`src/rcdd_pkg.sv`:
```
`timescale 1ns / 1ps

package rcdd_pkg;

  localparam int CfgIdxW  = 2;
  localparam int CfgDataW = 16;

  localparam int PulseW = 11;
  localparam logic [15:0] PULSE_MIN = 16'd1000;
  localparam logic [15:0] PULSE_MAX = 16'd2000;
  localparam logic [PulseW-1:0] PULSE_NEUTRAL = 11'd1500;
  localparam logic [PulseW-1:0] DEAD_LOW      = 11'd1450;
  localparam logic [PulseW-1:0] DEAD_HIGH     = 11'd1550;
  localparam logic [PulseW-1:0] THR_ORIGIN    = 11'd1100;
  localparam logic [PulseW-1:0] STR_ORIGIN    = 11'd1000;

  // Constant division by reciprocal multiply: q = (n * RECIP_d) >> RECIP_SHIFT
  localparam int RECIP_SHIFT = 20;
  localparam int RecipW      = 18;
  localparam logic [RecipW-1:0] RECIP_5   = 18'd209716;
  localparam logic [RecipW-1:0] RECIP_7   = 18'd149797;
  localparam logic [RecipW-1:0] RECIP_9   = 18'd116509;
  localparam logic [RecipW-1:0] RECIP_100 = 18'd10486;

  localparam int ALPHA_SHIFT = 8;

  localparam logic [7:0] CAP_MAX = 8'd150;

  typedef enum logic [CfgIdxW-1:0] {
    CFG_TIMEOUT  = 2'd0,
    CFG_INTERVAL = 2'd1,
    CFG_ALPHA    = 2'd2
  } cfg_index_e;

  typedef struct packed {
    logic [15:0] steering_pulse_us;
    logic [15:0] throttle_pulse_us;
    logic [31:0] now_ms;
    logic [14:0] front_echo_us;
    logic [14:0] left_echo_us;
    logic [14:0] right_echo_us;
  } mixer_in_t;

  typedef struct packed {
    logic [7:0] left_forward_duty;
    logic [6:0] left_reverse_duty;
    logic [7:0] right_forward_duty;
    logic [6:0] right_reverse_duty;
    logic       link_valid;
    logic [7:0] speed_limit;
  } mixer_out_t;

  typedef enum logic [3:0] {
    ST_IDLE,
    ST_HOLD,
    ST_THR,
    ST_STR,
    ST_MIX,
    ST_DIV,
    ST_CLAMP,
    ST_FILT_L,
    ST_FILT_R,
    ST_UPD_R,
    ST_FINISH
  } ctrl_state_e;

  typedef enum logic [3:0] {
    OP_NONE,
    OP_CAPTURE,
    OP_HOLD,
    OP_THR,
    OP_STR,
    OP_MIX,
    OP_DIV,
    OP_CLAMP,
    OP_FILT_L,
    OP_FILT_R,
    OP_UPD_R,
    OP_LOAD_OUT
  } dp_op_e;

  typedef struct packed {
    dp_op_e op;
  } dp_cmd_t;

  typedef struct packed {
    logic out_full;
  } dp_status_t;

  function automatic logic pulse_ok(input logic [15:0] p);
    return (p >= PULSE_MIN) && (p <= PULSE_MAX);
  endfunction

  // e * 17 against 10000/25000/50000/100000, folded into echo thresholds
  function automatic logic [7:0] cap_from_echoes(input logic [14:0] e0,
                                                 input logic [14:0] e1,
                                                 input logic [14:0] e2);
    logic [14:0] nearest;
    logic [7:0]  cap;
    nearest = e0;
    if (e1 != 15'd0 && (nearest == 15'd0 || e1 < nearest)) nearest = e1;
    if (e2 != 15'd0 && (nearest == 15'd0 || e2 < nearest)) nearest = e2;
    if (nearest == 15'd0)         cap = CAP_MAX;
    else if (nearest <= 15'd588)  cap = 8'd0;
    else if (nearest <= 15'd1470) cap = 8'd30;
    else if (nearest <= 15'd2941) cap = 8'd60;
    else if (nearest <= 15'd5882) cap = 8'd105;
    else                          cap = CAP_MAX;
    return cap;
  endfunction

endpackage

```
`src/rc_differential_drive_mixer.sv`:
```
`timescale 1ns / 1ps

// RC differential-drive mixer with ultrasonic speed capping.
// Input channel: in_valid_i / in_stall_o carry one control tick (pulse widths,
// ms timestamp, three echo times) per transfer. Output channel: out_valid_o /
// out_stall_i carry one result (four duty values, link flag, speed cap) per
// tick. Configuration: cfg_we_i writes cfg_wdata_i into register cfg_index_i
// (0 timeout, 1 cap refresh interval, 2 filter alpha); write only while idle.
// Each tick runs HOLD, THR, STR, MIX, DIV, CLAMP, FILT_L, FILT_R, UPD_R, FINISH
// in turn; FINISH loads the result. One tick is worked at a time through a
// sequencer sharing a single multiplier; the next is taken once back in idle.
// A finished result sits in the output register; the next tick is accepted
// meanwhile and is held in its last step until the receiver takes the
// previous result. Stalling the output never drops or repeats a result.
// Reset restores the default configuration, neutral held pulses, link down,
// full speed cap and zeroed filters; no clearing pass is needed.
module rc_differential_drive_mixer
  import rcdd_pkg::*;
#(
  parameter int FILTER_FRACTION_BITS = 8
) (
  input  logic                clk_i,
  input  logic                rst_ni,
  input  logic                in_valid_i,
  output logic                in_stall_o,
  input  mixer_in_t           in_data_i,
  output logic                out_valid_o,
  input  logic                out_stall_i,
  output mixer_out_t          out_data_o,
  input  logic                cfg_we_i,
  input  logic [CfgIdxW-1:0]  cfg_index_i,
  input  logic [CfgDataW-1:0] cfg_wdata_i
);

  dp_cmd_t    cmd;
  dp_status_t status;

  rcdd_ctrl u_ctrl (
    .clk_i      (clk_i),
    .rst_ni     (rst_ni),
    .in_valid_i (in_valid_i),
    .in_stall_o (in_stall_o),
    .status_i   (status),
    .cmd_o      (cmd)
  );

  rcdd_datapath #(
    .FILTER_FRACTION_BITS (FILTER_FRACTION_BITS)
  ) u_datapath (
    .clk_i       (clk_i),
    .rst_ni      (rst_ni),
    .cmd_i       (cmd),
    .status_o    (status),
    .in_data_i   (in_data_i),
    .out_valid_o (out_valid_o),
    .out_stall_i (out_stall_i),
    .out_data_o  (out_data_o),
    .cfg_we_i    (cfg_we_i),
    .cfg_index_i (cfg_index_i),
    .cfg_wdata_i (cfg_wdata_i)
  );

endmodule

```
`src/rcdd_ctrl.sv`:
```
`timescale 1ns / 1ps

module rcdd_ctrl
  import rcdd_pkg::*;
(
  input  logic       clk_i,
  input  logic       rst_ni,
  input  logic       in_valid_i,
  output logic       in_stall_o,
  input  dp_status_t status_i,
  output dp_cmd_t    cmd_o
);

  ctrl_state_e state_q, state_d;

  always_ff @(posedge clk_i or negedge rst_ni) begin
    if (!rst_ni) begin
      state_q <= ST_IDLE;
    end else begin
      state_q <= state_d;
    end
  end

  always_comb begin
    state_d = state_q;
    unique case (state_q)
      ST_IDLE:   if (in_valid_i) state_d = ST_HOLD;
      ST_HOLD:   state_d = ST_THR;
      ST_THR:    state_d = ST_STR;
      ST_STR:    state_d = ST_MIX;
      ST_MIX:    state_d = ST_DIV;
      ST_DIV:    state_d = ST_CLAMP;
      ST_CLAMP:  state_d = ST_FILT_L;
      ST_FILT_L: state_d = ST_FILT_R;
      ST_FILT_R: state_d = ST_UPD_R;
      ST_UPD_R:  state_d = ST_FINISH;
      ST_FINISH: if (!status_i.out_full) state_d = ST_IDLE;
      default:   state_d = ST_IDLE;
    endcase
  end

  always_comb begin
    in_stall_o = 1'b1;
    cmd_o.op   = OP_NONE;
    unique case (state_q)
      ST_IDLE: begin
        in_stall_o = 1'b0;
        if (in_valid_i) cmd_o.op = OP_CAPTURE;
      end
      ST_HOLD:   cmd_o.op = OP_HOLD;
      ST_THR:    cmd_o.op = OP_THR;
      ST_STR:    cmd_o.op = OP_STR;
      ST_MIX:    cmd_o.op = OP_MIX;
      ST_DIV:    cmd_o.op = OP_DIV;
      ST_CLAMP:  cmd_o.op = OP_CLAMP;
      ST_FILT_L: cmd_o.op = OP_FILT_L;
      ST_FILT_R: cmd_o.op = OP_FILT_R;
      ST_UPD_R:  cmd_o.op = OP_UPD_R;
      ST_FINISH: if (!status_i.out_full) cmd_o.op = OP_LOAD_OUT;
      default:   cmd_o.op = OP_NONE;
    endcase
  end

endmodule

```
`src/rcdd_datapath.sv`:
```
`timescale 1ns / 1ps

module rcdd_datapath
  import rcdd_pkg::*;
#(
  parameter int FILTER_FRACTION_BITS = 8
) (
  input  logic                clk_i,
  input  logic                rst_ni,
  input  dp_cmd_t             cmd_i,
  output dp_status_t          status_o,
  input  mixer_in_t           in_data_i,
  output logic                out_valid_o,
  input  logic                out_stall_i,
  output mixer_out_t          out_data_o,
  input  logic                cfg_we_i,
  input  logic [CfgIdxW-1:0]  cfg_index_i,
  input  logic [CfgDataW-1:0] cfg_wdata_i
);

  localparam int F  = FILTER_FRACTION_BITS;
  localparam int FW = F + 9;                      // filtered speed, signed
  localparam int AW = (F + 8 > 15) ? F + 8 : 15;  // multiplier A operand
  localparam int PW = AW + RecipW;
  localparam int RS = RECIP_SHIFT;

  // configuration
  logic [15:0] timeout_q;
  logic [9:0]  interval_q;
  logic [7:0]  alpha_q;

  // block state
  logic [PulseW-1:0] held_str_q, held_thr_q;
  logic [31:0]       last_valid_q, last_meas_q;
  logic              link_q;
  logic [7:0]        cap_q;
  logic signed [FW-1:0] fl_q, fr_q;

  // per-item working registers
  mixer_in_t          in_q;
  logic [PW-1:0]      p_q;
  logic signed [8:0]  base_q;
  logic signed [7:0]  steer_q;
  logic signed [8:0]  left_q, right_q;
  mixer_out_t         out_q;
  logic               out_valid_q;

  // ---------------- hold / cap refresh ----------------
  logic        both_ok, timed_out, refresh;
  logic [31:0] dt_valid, dt_meas;

  assign both_ok   = pulse_ok(in_q.steering_pulse_us) && pulse_ok(in_q.throttle_pulse_us);
  assign dt_valid  = in_q.now_ms - last_valid_q;
  assign dt_meas   = in_q.now_ms - last_meas_q;
  assign timed_out = dt_valid > {16'd0, timeout_q};
  assign refresh   = dt_meas >= {22'd0, interval_q};

  // ---------------- throttle / steering maps ----------------
  logic              thr_low, thr_high, thr_neg;
  logic signed [11:0] thr_x;
  logic [11:0]       thr_mag, thr_hi_n, thr_hi3;
  logic              str_low, str_high;
  logic [PulseW-1:0] str_lo_n, str_hi_n;

  assign thr_low  = held_thr_q < DEAD_LOW;
  assign thr_high = held_thr_q > DEAD_HIGH;
  assign thr_x    = $signed({1'b0, held_thr_q}) - $signed({1'b0, THR_ORIGIN});
  assign thr_neg  = thr_x[11];
  assign thr_mag  = thr_neg ? 12'(-thr_x) : 12'(thr_x);
  assign thr_hi_n = 12'(held_thr_q - DEAD_HIGH);
  assign thr_hi3  = (thr_hi_n << 1) + thr_hi_n;

  assign str_low  = held_str_q < DEAD_LOW;
  assign str_high = held_str_q > DEAD_HIGH;
  assign str_lo_n = held_str_q - STR_ORIGIN;
  assign str_hi_n = held_str_q - DEAD_HIGH;

  logic signed [9:0] q_t_s, base_d;
  logic [6:0]        q_s, steer_abs, factor;
  logic signed [7:0] steer_d;
  logic [7:0]        base_abs;

  assign q_t_s = $signed({2'b00, p_q[RS +: 8]});
  assign q_s   = p_q[RS +: 7];

  always_comb begin
    if (thr_low) begin
      base_d = (thr_neg ? -q_t_s : q_t_s) - 10'sd70;
    end else if (thr_high) begin
      base_d = q_t_s;
    end else begin
      base_d = '0;
    end
  end

  always_comb begin
    if (str_low) begin
      steer_d   = $signed({1'b0, q_s}) - 8'sd100;
      steer_abs = 7'd100 - q_s;
    end else if (str_high) begin
      steer_d   = $signed({1'b0, q_s});
      steer_abs = q_s;
    end else begin
      steer_d   = '0;
      steer_abs = '0;
    end
  end

  assign factor   = 7'd100 - steer_abs;
  assign base_abs = base_q[8] ? 8'(-base_q) : base_q[7:0];

  // ---------------- mix and clamp ----------------
  function automatic logic signed [8:0] clamp_speed(input logic signed [9:0] v,
                                                    input logic [7:0] cap);
    logic signed [9:0] r;
    if (v > 10'sd0) begin
      r = (v > $signed({2'b00, cap})) ? $signed({2'b00, cap}) : v;
    end else begin
      r = (v < -10'sd70) ? -10'sd70 : v;
    end
    return r[8:0];
  endfunction

  logic [7:0]        mix_mag;
  logic signed [9:0] mixed, base_ext, left_raw, right_raw;

  assign mix_mag   = p_q[RS +: 8];
  assign mixed     = base_q[8] ? -$signed({2'b00, mix_mag}) : $signed({2'b00, mix_mag});
  assign base_ext  = {base_q[8], base_q};
  assign left_raw  = (steer_q < 8'sd0) ? mixed : base_ext;
  assign right_raw = (steer_q > 8'sd0) ? mixed : base_ext;

  // ---------------- acceleration filter ----------------
  logic signed [FW-1:0] tgt_l, tgt_r;
  logic signed [FW:0]   diff_l, diff_r;
  logic [FW:0]          dmag_l, dmag_r;
  logic [FW-1:0]        tabs_l, tabs_r, fabs_l, fabs_r, step;
  logic                 grow_l, grow_r;
  logic [FW-1:0]        fl_next, fr_next;

  assign tgt_l  = $signed({left_q, {F{1'b0}}});
  assign tgt_r  = $signed({right_q, {F{1'b0}}});
  assign diff_l = {tgt_l[FW-1], tgt_l} - {fl_q[FW-1], fl_q};
  assign diff_r = {tgt_r[FW-1], tgt_r} - {fr_q[FW-1], fr_q};
  assign dmag_l = diff_l[FW] ? (~diff_l + 1'b1) : diff_l;
  assign dmag_r = diff_r[FW] ? (~diff_r + 1'b1) : diff_r;
  assign tabs_l = tgt_l[FW-1] ? (~tgt_l + 1'b1) : tgt_l;
  assign tabs_r = tgt_r[FW-1] ? (~tgt_r + 1'b1) : tgt_r;
  assign fabs_l = fl_q[FW-1] ? (~fl_q + 1'b1) : fl_q;
  assign fabs_r = fr_q[FW-1] ? (~fr_q + 1'b1) : fr_q;
  assign grow_l = tabs_l > fabs_l;
  assign grow_r = tabs_r > fabs_r;
  assign step   = p_q[ALPHA_SHIFT +: FW];

  // step is the magnitude, so adding or subtracting it truncates toward zero
  assign fl_next = grow_l ? (diff_l[FW] ? fl_q - step : fl_q + step) : tgt_l;
  assign fr_next = grow_r ? (diff_r[FW] ? fr_q - step : fr_q + step) : tgt_r;

  // ---------------- shared multiplier ----------------
  logic [AW-1:0]     mul_a;
  logic [RecipW-1:0] mul_b;
  logic [PW-1:0]     product;

  always_comb begin
    mul_a = '0;
    mul_b = '0;
    unique case (cmd_i.op)
      OP_THR: begin
        mul_a = thr_low ? AW'(thr_mag) : (thr_high ? AW'(thr_hi3) : '0);
        mul_b = thr_low ? RECIP_5 : RECIP_7;
      end
      OP_STR: begin
        mul_a = str_low ? AW'({str_lo_n, 1'b0}) : (str_high ? AW'({str_hi_n, 1'b0}) : '0);
        mul_b = RECIP_9;
      end
      OP_MIX: begin
        mul_a = AW'(base_abs);
        mul_b = RecipW'(factor);
      end
      OP_DIV: begin
        mul_a = AW'(p_q[14:0]);
        mul_b = RECIP_100;
      end
      OP_FILT_L: begin
        mul_a = AW'(dmag_l);
        mul_b = RecipW'(alpha_q);
      end
      OP_FILT_R: begin
        mul_a = AW'(dmag_r);
        mul_b = RecipW'(alpha_q);
      end
      default: begin
        mul_a = '0;
        mul_b = '0;
      end
    endcase
  end

  assign product = PW'(mul_a) * PW'(mul_b);

  // ---------------- output split ----------------
  logic [FW-1:0] mag_l, mag_r;
  logic [7:0]    duty_l, duty_r;

  assign mag_l  = fabs_l >> F;
  assign mag_r  = fabs_r >> F;
  assign duty_l = mag_l[7:0];
  assign duty_r = mag_r[7:0];

  logic load_out;
  assign load_out = cmd_i.op == OP_LOAD_OUT;

  // ---------------- payload registers ----------------
  always_ff @(posedge clk_i) begin
    if (cmd_i.op == OP_CAPTURE) in_q <= in_data_i;
    if (cmd_i.op == OP_THR || cmd_i.op == OP_STR || cmd_i.op == OP_MIX ||
        cmd_i.op == OP_DIV || cmd_i.op == OP_FILT_L || cmd_i.op == OP_FILT_R) begin
      p_q <= product;
    end
    if (cmd_i.op == OP_STR) base_q <= base_d[8:0];
    if (cmd_i.op == OP_MIX) steer_q <= steer_d;
    if (cmd_i.op == OP_CLAMP) begin
      left_q  <= clamp_speed(left_raw, cap_q);
      right_q <= clamp_speed(right_raw, cap_q);
    end
    if (load_out) begin
      out_q.left_forward_duty  <= fl_q[FW-1] ? 8'd0 : duty_l;
      out_q.left_reverse_duty  <= fl_q[FW-1] ? duty_l[6:0] : 7'd0;
      out_q.right_forward_duty <= fr_q[FW-1] ? 8'd0 : duty_r;
      out_q.right_reverse_duty <= fr_q[FW-1] ? duty_r[6:0] : 7'd0;
      out_q.link_valid         <= link_q;
      out_q.speed_limit        <= cap_q;
    end
  end

  // ---------------- state and configuration ----------------
  always_ff @(posedge clk_i or negedge rst_ni) begin
    if (!rst_ni) begin
      timeout_q    <= 16'd200;
      interval_q   <= 10'd50;
      alpha_q      <= 8'd38;
      held_str_q   <= PULSE_NEUTRAL;
      held_thr_q   <= PULSE_NEUTRAL;
      last_valid_q <= '0;
      last_meas_q  <= '0;
      link_q       <= 1'b0;
      cap_q        <= CAP_MAX;
      fl_q         <= '0;
      fr_q         <= '0;
      out_valid_q  <= 1'b0;
    end else begin
      if (cfg_we_i) begin
        unique case (cfg_index_e'(cfg_index_i))
          CFG_TIMEOUT:  timeout_q  <= cfg_wdata_i;
          CFG_INTERVAL: interval_q <= cfg_wdata_i[9:0];
          CFG_ALPHA:    alpha_q    <= cfg_wdata_i[7:0];
          default: ;
        endcase
      end
      if (cmd_i.op == OP_HOLD) begin
        if (both_ok) begin
          held_str_q   <= in_q.steering_pulse_us[PulseW-1:0];
          held_thr_q   <= in_q.throttle_pulse_us[PulseW-1:0];
          last_valid_q <= in_q.now_ms;
          link_q       <= 1'b1;
        end else if (timed_out) begin
          held_str_q <= PULSE_NEUTRAL;
          held_thr_q <= PULSE_NEUTRAL;
          link_q     <= 1'b0;
        end
        if (refresh) begin
          last_meas_q <= in_q.now_ms;
          cap_q <= cap_from_echoes(in_q.front_echo_us, in_q.left_echo_us,
                                   in_q.right_echo_us);
        end
      end
      if (cmd_i.op == OP_FILT_R) fl_q <= fl_next;
      if (cmd_i.op == OP_UPD_R)  fr_q <= fr_next;
      out_valid_q <= load_out | (out_valid_q & out_stall_i);
    end
  end

  assign status_o.out_full = out_valid_q & out_stall_i;
  assign out_valid_o       = out_valid_q;
  assign out_data_o        = out_q;

endmodule

```
`config.mk`:
```
export PLATFORM = sky130hd
export DESIGN_NAME = rc_differential_drive_mixer
export DESIGN_NICKNAME = d
export VERILOG_FILES = /design/src/rcdd_pkg.sv /design/src/rc_differential_drive_mixer.sv /design/src/rcdd_ctrl.sv /design/src/rcdd_datapath.sv
export SDC_FILE = /design/constraint.sdc
export NUM_CORES = 2
export LEC_CHECK = 0
export BUFFER_PORTS_ARGS = -buffer_cell sky130_fd_sc_hd__buf_2
export CAP_MARGIN = 20
export CORE_MARGIN = 2
export CORE_UTILIZATION = 50
export CTS_CLUSTER_SIZE = 10
export DETAILED_ROUTE_END_ITERATION = 10
export PLACE_DENSITY = 0.73
export REMOVE_ABC_BUFFERS = 1
export SLEW_MARGIN = 20
export SYNTH_ARGS = -nofsm -noshare
export SYNTH_HDL_FRONTEND = slang
export SYNTH_HIERARCHICAL = 1
export SYNTH_SLANG_ARGS = --single-unit
```
`constraint.sdc`:
```
create_clock -name clk_i -period 8.8 [get_ports clk_i]
set_clock_uncertainty 0.2 [all_clocks]
set_input_delay 0.44 -clock clk_i [delete_from_list [all_inputs] [get_ports clk_i]]
set_output_delay 0.44 -clock clk_i [all_outputs]
set_load 0.01 [all_outputs]
```
==> results.toml <==
[finish]
final_cells = 5569
final_nets = 5243
final_common_cell = "inv_1"
area_growth_pct = 24.12
mostFrequentLayoutCells = "inv_1 (486), buf_4 (426), nand2_1 (386)"
fillers = 5769
multi_input_area_um2 = 23370
drive_gt1_frac = 0.2003
regArea_um2 = 10460

[pwr]
power_density_nw_per_um2 = 428.1
peakVddDrop_mv = 0.2521
p_leak_nw = 19.99

[floorplanning]
placementRows = 97
die_w_um = 269.9
die_area_um2 = 72820
die_h_um = 269.9
pin_count = 173
initial_core_util = 0.5046
core_area_um2 = 70030

[logic_synthesis]
syn_inst = 3913
ys.flop_type = "edfxtp_1"
synth_area_um2 = 35340
avgSynthCellArea_um2 = 9.031
synth_edf_count = 209
ys_seq_area_frac = 0.2961
async_reset_ff_frac = 0.4427
ys_warn_count = 6
synth.ff_latch_count = 375
ys_types = 92

[sta]
fmax_mhz = 111.9
holdWs_ns = 0.1435
setup_slack_ns = -0.1376
period_share = 1.016
hold_viol_final = 0
drv_slew = 0
tightest_slew_ns = 0.9497
finalSetupViolations = 1
maxSlewHeadroom = 0.3668
layout_min_cycle_time_ns = 8.938
grt_setup_unrepaired = "true"

[clock_network]
clkTransAtPathRegs_ns = 0.06
cts_tree = "built"
cts_sinks = 375
clk_latency_ns = 0.61
htreeDepth = 2
numCtsBuffers = 48
clock_path_buffers = 3
clock-root-buffer = "clkbuf_16"

[global_routing]
grt_start_max_net_pins = 72
grt_pass1_wl_um = 164600
grtUsageTotal = 0.2815
overflow = 0
antenna_found_initial = 1
first_global_vias = 30800

[critical_path]
crit_family = "adder cells"
cp.arrival_ns = 9.07
endpoint_kind = "register"
cpMostUsedCell = "fa_1"
criticalPathCategory = "reg -> reg"
critical_path_buf_inv_count = 4
path_max_fanout = 5
critical_path_depth = 36
worstSetupStartpointType = "register"
r2r_cells = 36
slowest_stage = "fa_1"
critPathMaxStageDelay_ns = 0.56
cp.required_ns = 8.93

[placement]
io_buffer_count = 172
gp_routability_congestion = 0.9586
dp.cells = 5322
hpwl_um = 80760

[run]
cap_violations = 0

[routing]
first_pass_iters = 6
final_antenna_net_count = 0
drc = 0
route.detailed.vias_per_inst = 5.634
drt-wirelength-per-cell_um = 18.93
drt_iter0_markers = 2398
totalWireLength_um = 105400
vias = 31370

[outcome]
violations = "negative setup slack"
status = "complete, but fails checks"

[worst_hold_path]
hp-class = "in -> async"
[state kept, by name (all words and copies together) (netlist names), 10 cells and up]
register	count
u_datapath/in_q	109
u_datapath/interval_q	10
u_datapath/out_data_o	37
u_datapath/p_q	28
u_datapath/fl_q	17
u_datapath/last_meas_q	32
u_datapath/held_str_q	11
u_datapath/held_thr_q	11
u_datapath/fr_q	17
u_datapath/timeout_q	16
u_datapath/last_valid_q	32
[cells in the mapped netlist, types with 64 or more instances]
cell,n,share of area
nand2_1,389,0.041
nor3_1,92,0.013
inv_1,491,0.052
ha_1,309,0.11
xor2_1,64,0.016
clkbuf_1,100,0.011
dfrtp_1,140,0.099
xnor2_1,189,0.047
edfxtp_1,209,0.18
nor2_1,328,0.035
a21oi_1,222,0.031
fa_1,213,0.12
o21ai_0,230,0.033
[through the flow]
| step | power, mW | setup WS (ns) | setup TNS (ns) | utilization | cell area (µm²) |
|---|---|---|---|---|---|
| 2_1_floorplan | 11.57 | -1.037 | -90.72 | - | 34870 |
| 3_3_place_gp | 15.67 | -0.3387 | -1.165 | 0.5720 | 40050 |
| 3_5_place_dp | 15.93 | -0.5873 | -2.588 | 0.5720 | 40060 |
| 4_1_cts | 18.14 | 0.007941 | 0 | 0.6162 | 43150 |
| 5_1_grt | 20.27 | -0.4011 | -1.061 | 0.6264 | 43860 |
| 6_report | 18.78 | -0.1376 | -0.1376 | 0.6264 | 43860 |
[timing repair]
item	in CTS	in global routing
cloned	0	1
resized for setup	50	120
endpoints found under the hold margin	181	0
setup endpoints to repair	10	10
buffers inserted	11	19
hold buffers	127	0
pin swaps	29	86
[metal layers]
metal | track usage | vias up | wire, µm
li1 | - | 14850 | -
met1 | 0.3669 | 15230 | 43770
met2 | 0.4821 | 1090 | 50950
met3 | 0.03707 | 214 | 6958
met4 | 0.09766 | 0 | 3738
met5 | 0 | - | 0
[cell families (layout without fill, tap and decap cells)]
logic type / after synthesis / count (layout) / share of synthesized area
fa+ha+maj: 522 / 522 / 0.2301
flops: 375 / 375 / 0.2961
mux: 98 / 98 / 0.03133
buf+inv: 619 / 1315 / 0.06745
other cells: 2 / 21 / 0.0002125
compound gates: 865 / 866 / 0.1563
simple gates: 1179 / 1179 / 0.1559
xor+xnor: 253 / 253 / 0.06270
[power by group]
part	total, mW	switching (mW)	internal, mW
Combinational	13.5	7.70	5.82
Sequential	3.32	0.602	2.72
Clock	1.93	0.791	1.14
[layout make-up]
class | count | share of cell area
Antenna cell | 1 | 0.00005705
Clock inverter | 11 | 0.002738
Tap cell | 940 | 0.02681
Inverter | 493 | 0.04219
Clock buffer | 78 | 0.03186
Multi-Input combinational cell | 2938 | 0.5328
Sequential cell | 375 | 0.2386
Timing Repair Buffer | 733 | 0.1250
[path summary, 6_finish.rpt]
path	to	from	slack [ns]
max in group asynchronous	u_ctrl/state_q[1]	rst_ni	6.26
max reg2reg	u_datapath/p_q[27]	u_datapath/left_q[0]	-0.14
min	u_datapath/fr_q[0]	rst_ni	0.14
min reg2reg	u_datapath/out_data_o[5]	u_datapath/cap_q[5]	0.25
max	u_datapath/p_q[27]	u_datapath/left_q[0]	-0.14
min in group clk_i	u_datapath/out_valid_o	out_stall_i	0.16
(Power assumes the default switching activity.)
